$ cat config.mk
export PLATFORM = sky130hd
export DESIGN_NAME = first_fit_block_table_allocator_flat
export DESIGN_NICKNAME = d
export VERILOG_FILES = /design/src/hw/rtl/ffba_pkg.sv /design/src/hw/rtl/ffba_if.sv /design/src/hw/rtl/ffba_cell.sv /design/src/hw/rtl/ffba_chain.sv /design/src/hw/rtl/first_fit_block_table_allocator.sv /design/src/flat_wrapper.sv
export SDC_FILE = /design/constraint.sdc
export NUM_CORES = 1
export LEC_CHECK = 0
export BUFFER_PORTS_ARGS = -buffer_cell sky130_fd_sc_hd__clkbuf_2
export CAP_MARGIN = 20
export CORE_UTILIZATION = 55
export CTS_BUF_LIST = sky130_fd_sc_hd__clkbuf_2 sky130_fd_sc_hd__clkbuf_4 sky130_fd_sc_hd__clkbuf_8
export CTS_CLUSTER_DIAMETER = 30
export DETAILED_ROUTE_END_ITERATION = 7
export HOLD_SLACK_MARGIN = 0.03
export PLACE_DENSITY = 0.84
export SLEW_MARGIN = 15
export SYNTH_ARGS = -nofsm -noshare
export SYNTH_HDL_FRONTEND = slang
export SYNTH_HIERARCHICAL = 1
export SYNTH_SLANG_ARGS = --single-unit
$ cat constraint.sdc
create_clock -name clk -period 23.8 [get_ports clk]
set_clock_uncertainty 0.15 [all_clocks]
set_input_delay 4.76 -clock clk [delete_from_list [all_inputs] [get_ports clk]]
set_output_delay 4.76 -clock clk [all_outputs]
set_load 0.01 [all_outputs]
$ cat src/hw/rtl/ffba_pkg.sv
// Shared types and constants of the first-fit block table allocator.
`default_nettype none
package ffba_pkg;

    localparam int NUM_BLOCKS_DEF  = 256;
    localparam int BLOCK_BYTES_DEF = 4096;

    localparam int ADDR_W    = 32;
    localparam int REQ_W     = 32;
    localparam int INUSE_W   = 9;
    localparam int FIRST_W   = 8;
    localparam int CFG_IDX_W = 2;

    localparam logic [INUSE_W-1:0] BLOCKS_IN_USE_RST = 9'd256;

    // Register indexes of the configuration port
    localparam logic [CFG_IDX_W-1:0] REG_BASE_ADDRESS  = 2'd0;
    localparam logic [CFG_IDX_W-1:0] REG_BLOCKS_IN_USE = 2'd1;

    // Table entry bits
    localparam int ENTRY_TAKEN_BIT    = 0;
    localparam int ENTRY_FIRST_BIT    = 1;
    localparam int ENTRY_HAS_NEXT_BIT = 2;

    typedef logic [2:0] entry_t;

    // Rotation control for the cell chain
    typedef struct packed {
        logic   shift;
        logic   load;
        entry_t entry;
    } rot_t;

endpackage
`default_nettype wire

$ cat src/hw/rtl/ffba_if.sv
// Valid/ready channel interfaces for requests, grants and configuration writes.
`default_nettype none
interface ffba_req_if;
    logic        valid;
    logic        ready;
    logic [31:0] request_bytes;

    modport source (output valid, output request_bytes, input ready);
    modport sink (input valid, input request_bytes, output ready);
endinterface

interface ffba_grant_if;
    logic        valid;
    logic        ready;
    logic        granted;
    logic [31:0] grant_address;
    logic [7:0]  first_block;

    modport source (output valid, output granted, output grant_address, output first_block,
                    input ready);
    modport sink (input valid, input granted, input grant_address, input first_block,
                  output ready);
endinterface

interface ffba_cfg_if;
    logic        valid;
    logic        ready;
    logic [1:0]  index;
    logic [31:0] data;

    modport source (output valid, output index, output data, input ready);
    modport sink (input valid, input index, input data, output ready);
endinterface
`default_nettype wire

$ cat src/hw/rtl/ffba_cell.sv
// One block table entry, shifting toward the head of the chain.
`default_nettype none
module ffba_cell
    import ffba_pkg::*;
(
    input  wire logic   clk,
    input  wire logic   rst_n,
    input  wire logic   shift,
    input  wire entry_t din,
    output entry_t      dout
);

    entry_t entry_reg;

    always_ff @(posedge clk or negedge rst_n)
    begin
        if (!rst_n)
        begin
            entry_reg <= '0;
        end
        else if (shift)
        begin
            entry_reg <= din;
        end
    end

    assign dout = entry_reg;

endmodule
`default_nettype wire

$ cat src/hw/rtl/ffba_chain.sv
// Ring of table cells; the head entry leaves and re-enters at the tail, optionally rewritten.
`default_nettype none
module ffba_chain
    import ffba_pkg::*;
#(
    parameter int NUM_BLOCKS = NUM_BLOCKS_DEF
)
(
    input  wire logic clk,
    input  wire logic rst_n,
    input  wire rot_t rot,
    output entry_t    head
);

    entry_t cell_out [NUM_BLOCKS];
    entry_t tail_in;

    assign head    = cell_out[0];
    assign tail_in = rot.load ? rot.entry : cell_out[0];

    for (genvar k = 0; k < NUM_BLOCKS; k++)
    begin : g_cell
        entry_t din;
        if (k == NUM_BLOCKS - 1)
        begin : g_tail
            assign din = tail_in;
        end
        else
        begin : g_mid
            assign din = cell_out[k+1];
        end

        ffba_cell u_cell (
            .clk   (clk),
            .rst_n (rst_n),
            .shift (rot.shift),
            .din   (din),
            .dout  (cell_out[k])
        );
    end

endmodule
`default_nettype wire

$ cat src/hw/rtl/first_fit_block_table_allocator.sv
// Top level of the first-fit block table allocator.
// Each request takes one scan pass, in which the block table rotates once through a ring of cells
// past a single head comparator, and when a run is found a second pass that rewrites the run's
// entries as they pass the head. The request is accepted in the idle state, and the result
// register is loaded in the done state once the previous result has been taken. One request is
// in work at a time; a finished result waits in the output register while the next request
// starts. Configuration writes are always taken and must arrive while the block is idle. The
// table is all free after reset; nothing frees entries afterwards.
`default_nettype none
module first_fit_block_table_allocator
    import ffba_pkg::*;
#(
    parameter int NUM_BLOCKS  = NUM_BLOCKS_DEF,
    parameter int BLOCK_BYTES = BLOCK_BYTES_DEF
)
(
    input  wire logic     clk,
    input  wire logic     rst_n,
    ffba_req_if.sink      req,
    ffba_grant_if.source  grant,
    ffba_cfg_if.sink      cfg
);

    localparam int IDX_W = (NUM_BLOCKS > 1) ? $clog2(NUM_BLOCKS) : 1;
    localparam int LIM_W = (IDX_W + 1 > INUSE_W) ? IDX_W + 1 : INUSE_W;
    localparam int RB_W  = REQ_W + 1;

    localparam logic [IDX_W-1:0]  POS_LAST  = IDX_W'(NUM_BLOCKS - 1);
    localparam logic [LIM_W-1:0]  LIM_MAX   = LIM_W'(NUM_BLOCKS);
    localparam logic [RB_W-1:0]   BLK_RB    = RB_W'(BLOCK_BYTES);
    localparam logic [ADDR_W-1:0] BLK_ADDR  = ADDR_W'(BLOCK_BYTES);

    localparam logic [1:0] ST_IDLE = 2'd0;
    localparam logic [1:0] ST_SCAN = 2'd1;
    localparam logic [1:0] ST_MARK = 2'd2;
    localparam logic [1:0] ST_DONE = 2'd3;

    logic [1:0]         state_reg, state_next;
    logic [IDX_W-1:0]   pos_reg, pos_next;
    logic [REQ_W-1:0]   bytes_reg, bytes_next;
    logic [RB_W-1:0]    run_bytes_reg, run_bytes_next;
    logic               found_reg, found_next;
    logic [IDX_W-1:0]   start_reg, start_next;
    logic [IDX_W-1:0]   end_reg, end_next;
    logic [ADDR_W-1:0]  addr_pos_reg, addr_pos_next;
    logic [ADDR_W-1:0]  start_addr_reg, start_addr_next;
    logic [ADDR_W-1:0]  base_reg;
    logic [INUSE_W-1:0] blocks_reg;

    logic               out_valid_reg;
    logic               out_granted_reg;
    logic [ADDR_W-1:0]  out_addr_reg;
    logic [FIRST_W-1:0] out_first_reg;

    rot_t               rot;
    entry_t             head;
    logic [LIM_W-1:0]   limit;
    logic               scan_active;
    logic               in_run;
    logic               out_load;
    logic [31:0]        start_wide;

    ffba_chain #(
        .NUM_BLOCKS (NUM_BLOCKS)
    ) u_chain (
        .clk   (clk),
        .rst_n (rst_n),
        .rot   (rot),
        .head  (head)
    );

    assign limit = (LIM_W'(blocks_reg) > LIM_MAX) ? LIM_MAX : LIM_W'(blocks_reg);
    assign scan_active = !found_reg && (bytes_reg != '0) && (LIM_W'(pos_reg) < limit);
    assign in_run = (pos_reg >= start_reg) && (pos_reg <= end_reg);
    assign out_load = (state_reg == ST_DONE) && (!out_valid_reg || grant.ready);
    assign start_wide = 32'(start_reg);

    always_comb
    begin
        state_next      = state_reg;
        pos_next        = pos_reg;
        bytes_next      = bytes_reg;
        run_bytes_next  = run_bytes_reg;
        found_next      = found_reg;
        start_next      = start_reg;
        end_next        = end_reg;
        addr_pos_next   = addr_pos_reg;
        start_addr_next = start_addr_reg;
        rot.shift       = 1'b0;
        rot.load        = 1'b0;
        rot.entry       = '0;

        case (state_reg)
            ST_IDLE:
            begin
                if (req.valid)
                begin
                    bytes_next     = req.request_bytes;
                    run_bytes_next = '0;
                    found_next     = 1'b0;
                    pos_next       = '0;
                    addr_pos_next  = base_reg;
                    state_next     = ST_SCAN;
                end
            end
            ST_SCAN:
            begin
                rot.shift     = 1'b1;
                addr_pos_next = addr_pos_reg + BLK_ADDR;
                if (scan_active)
                begin
                    if (head[ENTRY_TAKEN_BIT])
                    begin
                        run_bytes_next = '0;
                    end
                    else
                    begin
                        if (run_bytes_reg == '0)
                        begin
                            start_next      = pos_reg;
                            start_addr_next = addr_pos_reg;
                        end
                        run_bytes_next = run_bytes_reg + BLK_RB;
                        if (run_bytes_next >= {1'b0, bytes_reg})
                        begin
                            found_next = 1'b1;
                            end_next   = pos_reg;
                        end
                    end
                end
                if (pos_reg == POS_LAST)
                begin
                    pos_next   = '0;
                    state_next = found_next ? ST_MARK : ST_DONE;
                end
                else
                begin
                    pos_next = pos_reg + 1'b1;
                end
            end
            ST_MARK:
            begin
                rot.shift = 1'b1;
                rot.load  = in_run;
                rot.entry[ENTRY_TAKEN_BIT]    = 1'b1;
                rot.entry[ENTRY_FIRST_BIT]    = (pos_reg == start_reg);
                rot.entry[ENTRY_HAS_NEXT_BIT] = (pos_reg != end_reg);
                if (pos_reg == POS_LAST)
                begin
                    pos_next   = '0;
                    state_next = ST_DONE;
                end
                else
                begin
                    pos_next = pos_reg + 1'b1;
                end
            end
            ST_DONE:
            begin
                if (out_load)
                begin
                    state_next = ST_IDLE;
                end
            end
            default:
            begin
                state_next = ST_IDLE;
            end
        endcase
    end

    always_ff @(posedge clk or negedge rst_n)
    begin
        if (!rst_n)
        begin
            state_reg     <= ST_IDLE;
            pos_reg       <= '0;
            found_reg     <= 1'b0;
            out_valid_reg <= 1'b0;
            base_reg      <= '0;
            blocks_reg    <= BLOCKS_IN_USE_RST;
        end
        else
        begin
            state_reg <= state_next;
            pos_reg   <= pos_next;
            found_reg <= found_next;
            if (out_load)
            begin
                out_valid_reg <= 1'b1;
            end
            else if (grant.ready)
            begin
                out_valid_reg <= 1'b0;
            end
            if (cfg.valid)
            begin
                case (cfg.index)
                    REG_BASE_ADDRESS:  base_reg   <= cfg.data;
                    REG_BLOCKS_IN_USE: blocks_reg <= cfg.data[INUSE_W-1:0];
                    default:           ;
                endcase
            end
        end
    end

    // Payload registers
    always_ff @(posedge clk)
    begin
        bytes_reg      <= bytes_next;
        run_bytes_reg  <= run_bytes_next;
        start_reg      <= start_next;
        end_reg        <= end_next;
        addr_pos_reg   <= addr_pos_next;
        start_addr_reg <= start_addr_next;
        if (out_load)
        begin
            out_granted_reg <= found_reg;
            out_addr_reg    <= found_reg ? start_addr_reg : '0;
            out_first_reg   <= found_reg ? start_wide[FIRST_W-1:0] : '0;
        end
    end

    assign req.ready           = (state_reg == ST_IDLE);
    assign cfg.ready           = 1'b1;
    assign grant.valid         = out_valid_reg;
    assign grant.granted       = out_granted_reg;
    assign grant.grant_address = out_addr_reg;
    assign grant.first_block   = out_first_reg;

endmodule
`default_nettype wire

$ cat src/flat_wrapper.sv
// flat-port wrapper written by rule: the top's interface ports become plain ports
module first_fit_block_table_allocator_flat import ffba_pkg::*;
#(
    parameter int NUM_BLOCKS  = NUM_BLOCKS_DEF,
    parameter int BLOCK_BYTES = BLOCK_BYTES_DEF
)
  (clk, rst_n, req_valid, req_request_bytes, req_ready, grant_valid, grant_granted, grant_grant_address, grant_first_block, grant_ready, cfg_valid, cfg_index, cfg_data, cfg_ready);
  ffba_req_if req_i ();
  ffba_grant_if grant_i ();
  ffba_cfg_if cfg_i ();
  input  wire logic clk;
  input  wire logic rst_n;
  input wire logic [$bits(req_i.valid)-1:0] req_valid;
  input wire logic [$bits(req_i.request_bytes)-1:0] req_request_bytes;
  output wire logic [$bits(req_i.ready)-1:0] req_ready;
  output wire logic [$bits(grant_i.valid)-1:0] grant_valid;
  output wire logic [$bits(grant_i.granted)-1:0] grant_granted;
  output wire logic [$bits(grant_i.grant_address)-1:0] grant_grant_address;
  output wire logic [$bits(grant_i.first_block)-1:0] grant_first_block;
  input wire logic [$bits(grant_i.ready)-1:0] grant_ready;
  input wire logic [$bits(cfg_i.valid)-1:0] cfg_valid;
  input wire logic [$bits(cfg_i.index)-1:0] cfg_index;
  input wire logic [$bits(cfg_i.data)-1:0] cfg_data;
  output wire logic [$bits(cfg_i.ready)-1:0] cfg_ready;
  assign req_i.valid = req_valid;
  assign req_i.request_bytes = req_request_bytes;
  assign req_ready = req_i.ready;
  assign grant_valid = grant_i.valid;
  assign grant_granted = grant_i.granted;
  assign grant_grant_address = grant_i.grant_address;
  assign grant_first_block = grant_i.first_block;
  assign grant_i.ready = grant_ready;
  assign cfg_i.valid = cfg_valid;
  assign cfg_i.index = cfg_index;
  assign cfg_i.data = cfg_data;
  assign cfg_ready = cfg_i.ready;
  first_fit_block_table_allocator #(.NUM_BLOCKS(NUM_BLOCKS), .BLOCK_BYTES(BLOCK_BYTES)) u_core (.clk(clk), .rst_n(rst_n), .req(req_i), .grant(grant_i), .cfg(cfg_i));
endmodule
==> results of run 1 <==
## area by class of cell
type / instances / area [µm²] / share of cell area
clock inverter: 42 / 504 / 0.0215
tap: 461 / 577 / 0.0246
clock buffer: 124 / 1610 / 0.0684
timing repair buffer: 122 / 677 / 0.0288
inverter: 59 / 221 / 0.00944
multi-input combinational: 756 / 6570 / 0.280
sequential: 495 / 13300 / 0.568
## cells in the final DEF, fill, tap and decap left out, types with 27 or more instances in the layout
cell type / count
nand2_1: 27
nor2_1: 40
mux2_2: 300
nand3_1: 32
a21oi_1: 40
clkbuf_2: 112
ha_1: 61
clkbuf_8: 108
dfrtp_1: 307
edfxtp_1: 186
inv_1: 58
and2_1: 72
## how the worst max path moves through the flow
stage	from	end	slack, ns	cells past startpoint
after global placement	req_valid	u_core/run_bytes_reg[1]	16.89	4
after global routing	u_core/state_reg[0]	req_ready	17.24	3
after CTS	u_core/state_reg[0]	req_ready	17.28	3
after floorplan	req_valid	u_core/run_bytes_reg[0]	15.03	3
after detailed placement	req_valid	u_core/run_bytes_reg[2]	16.82	4
final	u_core/state_reg[0]	req_ready	17.31	3
## where the power goes
| part | switching (mW) | internal, mW |
|---|---|---|
| logic | 0.0663 | 0.0591 |
| clock network | 0.351 | 0.552 |
| registers | 0.0311 | 0.928 |
| total | 0.448 | 1.54 |
## through the flow
| step | setup WS [ns] | util | hold WS [ns] | instances |
|---|---|---|---|---|
| floorplan | 15.03 | - | 0.250 | 1330 |
| global placement | 16.89 | 0.595 | 0.251 | 1890 |
| detailed placement | 16.82 | 0.595 | 0.255 | 1890 |
| CTS | 17.28 | 0.654 | 0.264 | 2056 |
| global route | 17.24 | 0.655 | 0.264 | 2059 |
| finish | 17.31 | 0.655 | 0.264 | 2059 |
## per-layer routing
layer | part of all wire | GRT usage
met4 | 0.026 | 0.0797
met5 | 0 | 0
met2 | 0.50 | 0.323
met3 | 0.049 | 0.0389
met1 | 0.43 | 0.238
==> results.cfg, run 1 <==
[outcome]
status = complete, but fails checks
violations = design-rule violations

[floorplan]
io_pins = 115
die_h_um = 193
die-area_um2 = 37400
coreArea_um2 = 35800
initial_core_util = 0.562
dieWidth_um = 193
num_rows = 69

[route]
detail_route.iter0.violations = 666
wl_per_cell_um = 16.8
wirelength_um = 34600
first_pass_iters = 8
drcViolationCount = 15
detail-route-antenna-nets = 0
via_count = 11100
avgViaCountPerCell = 5.41

[timing]
worst_pin_slew_ns = 1.04
finalMaxSlewViolations = 0
tns_ns = 0
setup_viol = 0
relSlewSlack = 0.304
clock.fmax_mhz = 154
min_period_ns = 6.49
hold_viol = 0
period_share = 0.273
rsz0062_at_grt = false

[clock_tree]
clockBufferDepth = 3
hold_buffers = 0
cts-root-buf = clkbuf_8
post_cts_buffers = 0
htree_levels = 3
cts_num_sinks = 495
cts_resized = 0
cts_buffers = 90
cts_tree = yes
clk_pin_slew_ns = 0.06
insertion_delay_ns = 0.61

[layout]
nFillCells = 2403
area_growth_pct = 16.5
fin_area_um2 = 23500
drive_gt1_frac = 0.375
diodes = 0
largest_reg_flops = 256
final_nets = 1658

[logic_synthesis]
synth_cells = 1330
syn_nets = 1464
ys_warn_count = 6
postSynthAreaPerCell_um2 = 15.1
syn-cell-area_um2 = 20100

[worst_setup_path]
slowest_stage = dfrtp_1
cp_max_fo = 9
critPathCaptureType = output port
path_class = reg -> out
cp.arrival_ns = 1.58
cp_top_family = flip-flops
path_cells = inv_1 -> ha_4 -> clkbuf_2
rrSetupSlack_ns = 19.90
required_ns = 18.89
r2r_start = u_core/run_bytes_reg[12]
reg2reg_depth = 15
r2r-end = u_core/end_reg[7]
startpoint_type = flop
path_buf_inv = 2
slowest_delay_ns = 0.43

[placed_design]
gp_congestion = 0.837
place.port_buffers = 113
place_area_um2 = 21300
dp_hpwl_um = 21600

[grt]
grt-ovfl-total = 0
grt_start_max_net_pins = 211
grt_pass1_wl_um = 58000
antenna_found_initial = 0
grt_usage = 0.190
grt_pass1_vias = 11900

[hold_path]
whs_path_depth = 0
hold_end = u_core/start_addr_reg[3]
hp-class = reg -> reg
hold_start = u_core/addr_pos_reg[3]

[power_and_ir_drop]
leakage_nw = 10.9
irDropWorstVdd_v = 0.0000448
p_total_mw = 1.99
p_per_area_nw_per_um2 = 84.7

[flow_run]
cap_violations = 0
Power figures use the tool's default switching activity.
==> inputs of run 2 (changes only) <==
==> constraint.sdc (replaced) <==
create_clock -name clk -period 6.28 [get_ports clk]
set_clock_uncertainty 0.15 [all_clocks]
set_input_delay 1.256 -clock clk [delete_from_list [all_inputs] [get_ports clk]]
set_output_delay 1.256 -clock clk [all_outputs]
set_load 0.01 [all_outputs]
==> results.cfg, run 2 (synthesized netlist as in run 1, its figures left out) <==
[outcome]
status = complete, but fails checks
violations = design-rule violations

[power_and_ir_drop]
p_sw_frac = 0.231
leakage_nw = 10.8
power.switching_mw = 1.69
irDropWorstVdd_v = 0.000176
internal-power_mw = 5.60
power_frac_comb = 0.066
p_total_mw = 7.29
p_clk_frac = 0.435
pwr-share-seq = 0.499
p_per_area_nw_per_um2 = 312

[route]
drcViolationCount = 15
wl_per_cell_um = 16.2
detail_route.iter0.violations = 752
via_count = 11000
avgViaCountPerCell = 5.35
wirelength_um = 33300
first_pass_iters = 8
detail-route-antenna-nets = 0

[grt]
grt_start_max_net_pins = 181
antenna_found_initial = 0
met3_usage = 0.0425
grt_pass1_vias = 11800
grt-busiest-layer = met2
grt_usage = 0.185
grt_pass1_wl_um = 56800
met2_usage = 0.302
use_met1 = 0.243
grt-ovfl-total = 0

[timing]
worst_pin_slew_ns = 1.06
rsz0062_at_grt = false
tns_ns = 0
relSlewSlack = 0.292
hold_viol = 0
setup_ws_ns = 2.16
finalMaxSlewViolations = 0
period_share = 0.656
clock.fmax_mhz = 243
min_period_ns = 4.12
setup_viol = 0

[clock_tree]
hold_buffers = 0
insertion_delay_ns = 0.64
cts_buffers = 87
clockBufferDepth = 3
cts-root-buf = clkbuf_8
cts_tree = yes
cts_num_sinks = 495
htree_levels = 3
clk_pin_slew_ns = 0.06
post_cts_buffers = 0
cts_resized = 0

[floorplan]
coreArea_um2 = 35800
initial_core_util = 0.562
die-area_um2 = 37400
num_rows = 69
die_h_um = 193
dieWidth_um = 193
io_pins = 115

[placed_design]
gp_congestion = 0.841
place_ws_ns = 2.20
dp_hpwl_um = 21400
place.port_buffers = 113

[layout]
final_util = 0.652
drive_gt1_frac = 0.369
nFillCells = 2328
area_growth_pct = 15.9
diodes = 0
final_common_cell = dfrtp_1
layout_common_cells = dfrtp_1 (307), mux2_2 (300), edfxtp_1 (186)
largest_reg_flops = 256
final_nets = 1656

[worst_setup_path]
critPathCaptureType = flop
path_class = reg -> reg
r2r-end = u_core/end_reg[4]
rrSetupSlack_ns = 2.16
cp_max_fo = 8
r2r_start = u_core/run_bytes_reg[12]
required_ns = 6.35
startpoint_type = flop
cp.arrival_ns = 4.19
reg2reg_depth = 14

[hold_path]
hold_end = u_core/start_addr_reg[4]
hp-class = reg -> reg
whs_path_depth = 0
hold_start = u_core/addr_pos_reg[4]

[flow_run]
cap_violations = 0
run 2: metrics by stage:
stage                     area, µm²  cells  hold WS (ns)
after floorplan               20200   1330         0.250
after global placement        21300   1891         0.251
after detailed placement      21300   1891         0.255
after CTS                     23300   2049         0.269
after global routing          23300   2052         0.271
final                         23300   2052         0.267
run 2: routing by layer:
metal | vias up | share of wire
li1 | 5220 | -
met1 | 5418 | 0.44
met2 | 260 | 0.49
met3 | 76 | 0.054
met4 | 0 | 0.024
met5 | - | 0
run 2: power by group through the flow:
stage                     Sequential, mW  Clock, mW  Combinational (mW)
after floorplan                     3.64          0               0.337
after global placement              3.69          0               0.443
after detailed placement            3.70          0               0.466
after CTS                           3.64       3.26               0.473
after global routing                3.65       3.42               0.544
final                               3.64       3.17               0.481
run 2: area by class of cell:
| class | instances | area [µm²] | area share |
|---|---|---|---|
| Timing Repair Buffer | 123 | 719 | 0.0308 |
| Multi-Input combinational cell | 756 | 6570 | 0.282 |
| Clock inverter | 46 | 490 | 0.0210 |
| Clock buffer | 112 | 1440 | 0.0617 |
| Tap cell | 461 | 577 | 0.0247 |
| Inverter | 59 | 221 | 0.00949 |
| Sequential cell | 495 | 13300 | 0.571 |
run 2: how the worst max path moves through the flow:
stage,start,to,depth (start not counted)
global placement,u_core/run_bytes_reg[12],u_core/end_reg[0],14
global route,u_core/run_bytes_reg[12],u_core/end_reg[4],14
floorplan,u_core/state_reg[1],u_core/run_bytes_reg[0],6
CTS,u_core/run_bytes_reg[12],u_core/end_reg[4],14
finish,u_core/run_bytes_reg[12],u_core/end_reg[4],14
detailed placement,u_core/run_bytes_reg[12],u_core/end_reg[6],14
run 2: worst max-delay path, cell delays in order (launching register included):
cell and delay (ns):
edfxtp_1 0.41, ha_1 0.25, nand2_1 0.12, or3_4 0.41, inv_1 0.10, nand4_1 0.14, xnor2_1 0.17, ha_1 0.30
nand4_1 0.10, nor3_1 0.27, nand3b_1 0.11, o211ai_1 0.14, a221o_1 0.19, nor3_1 0.08, nor3_1 0.78
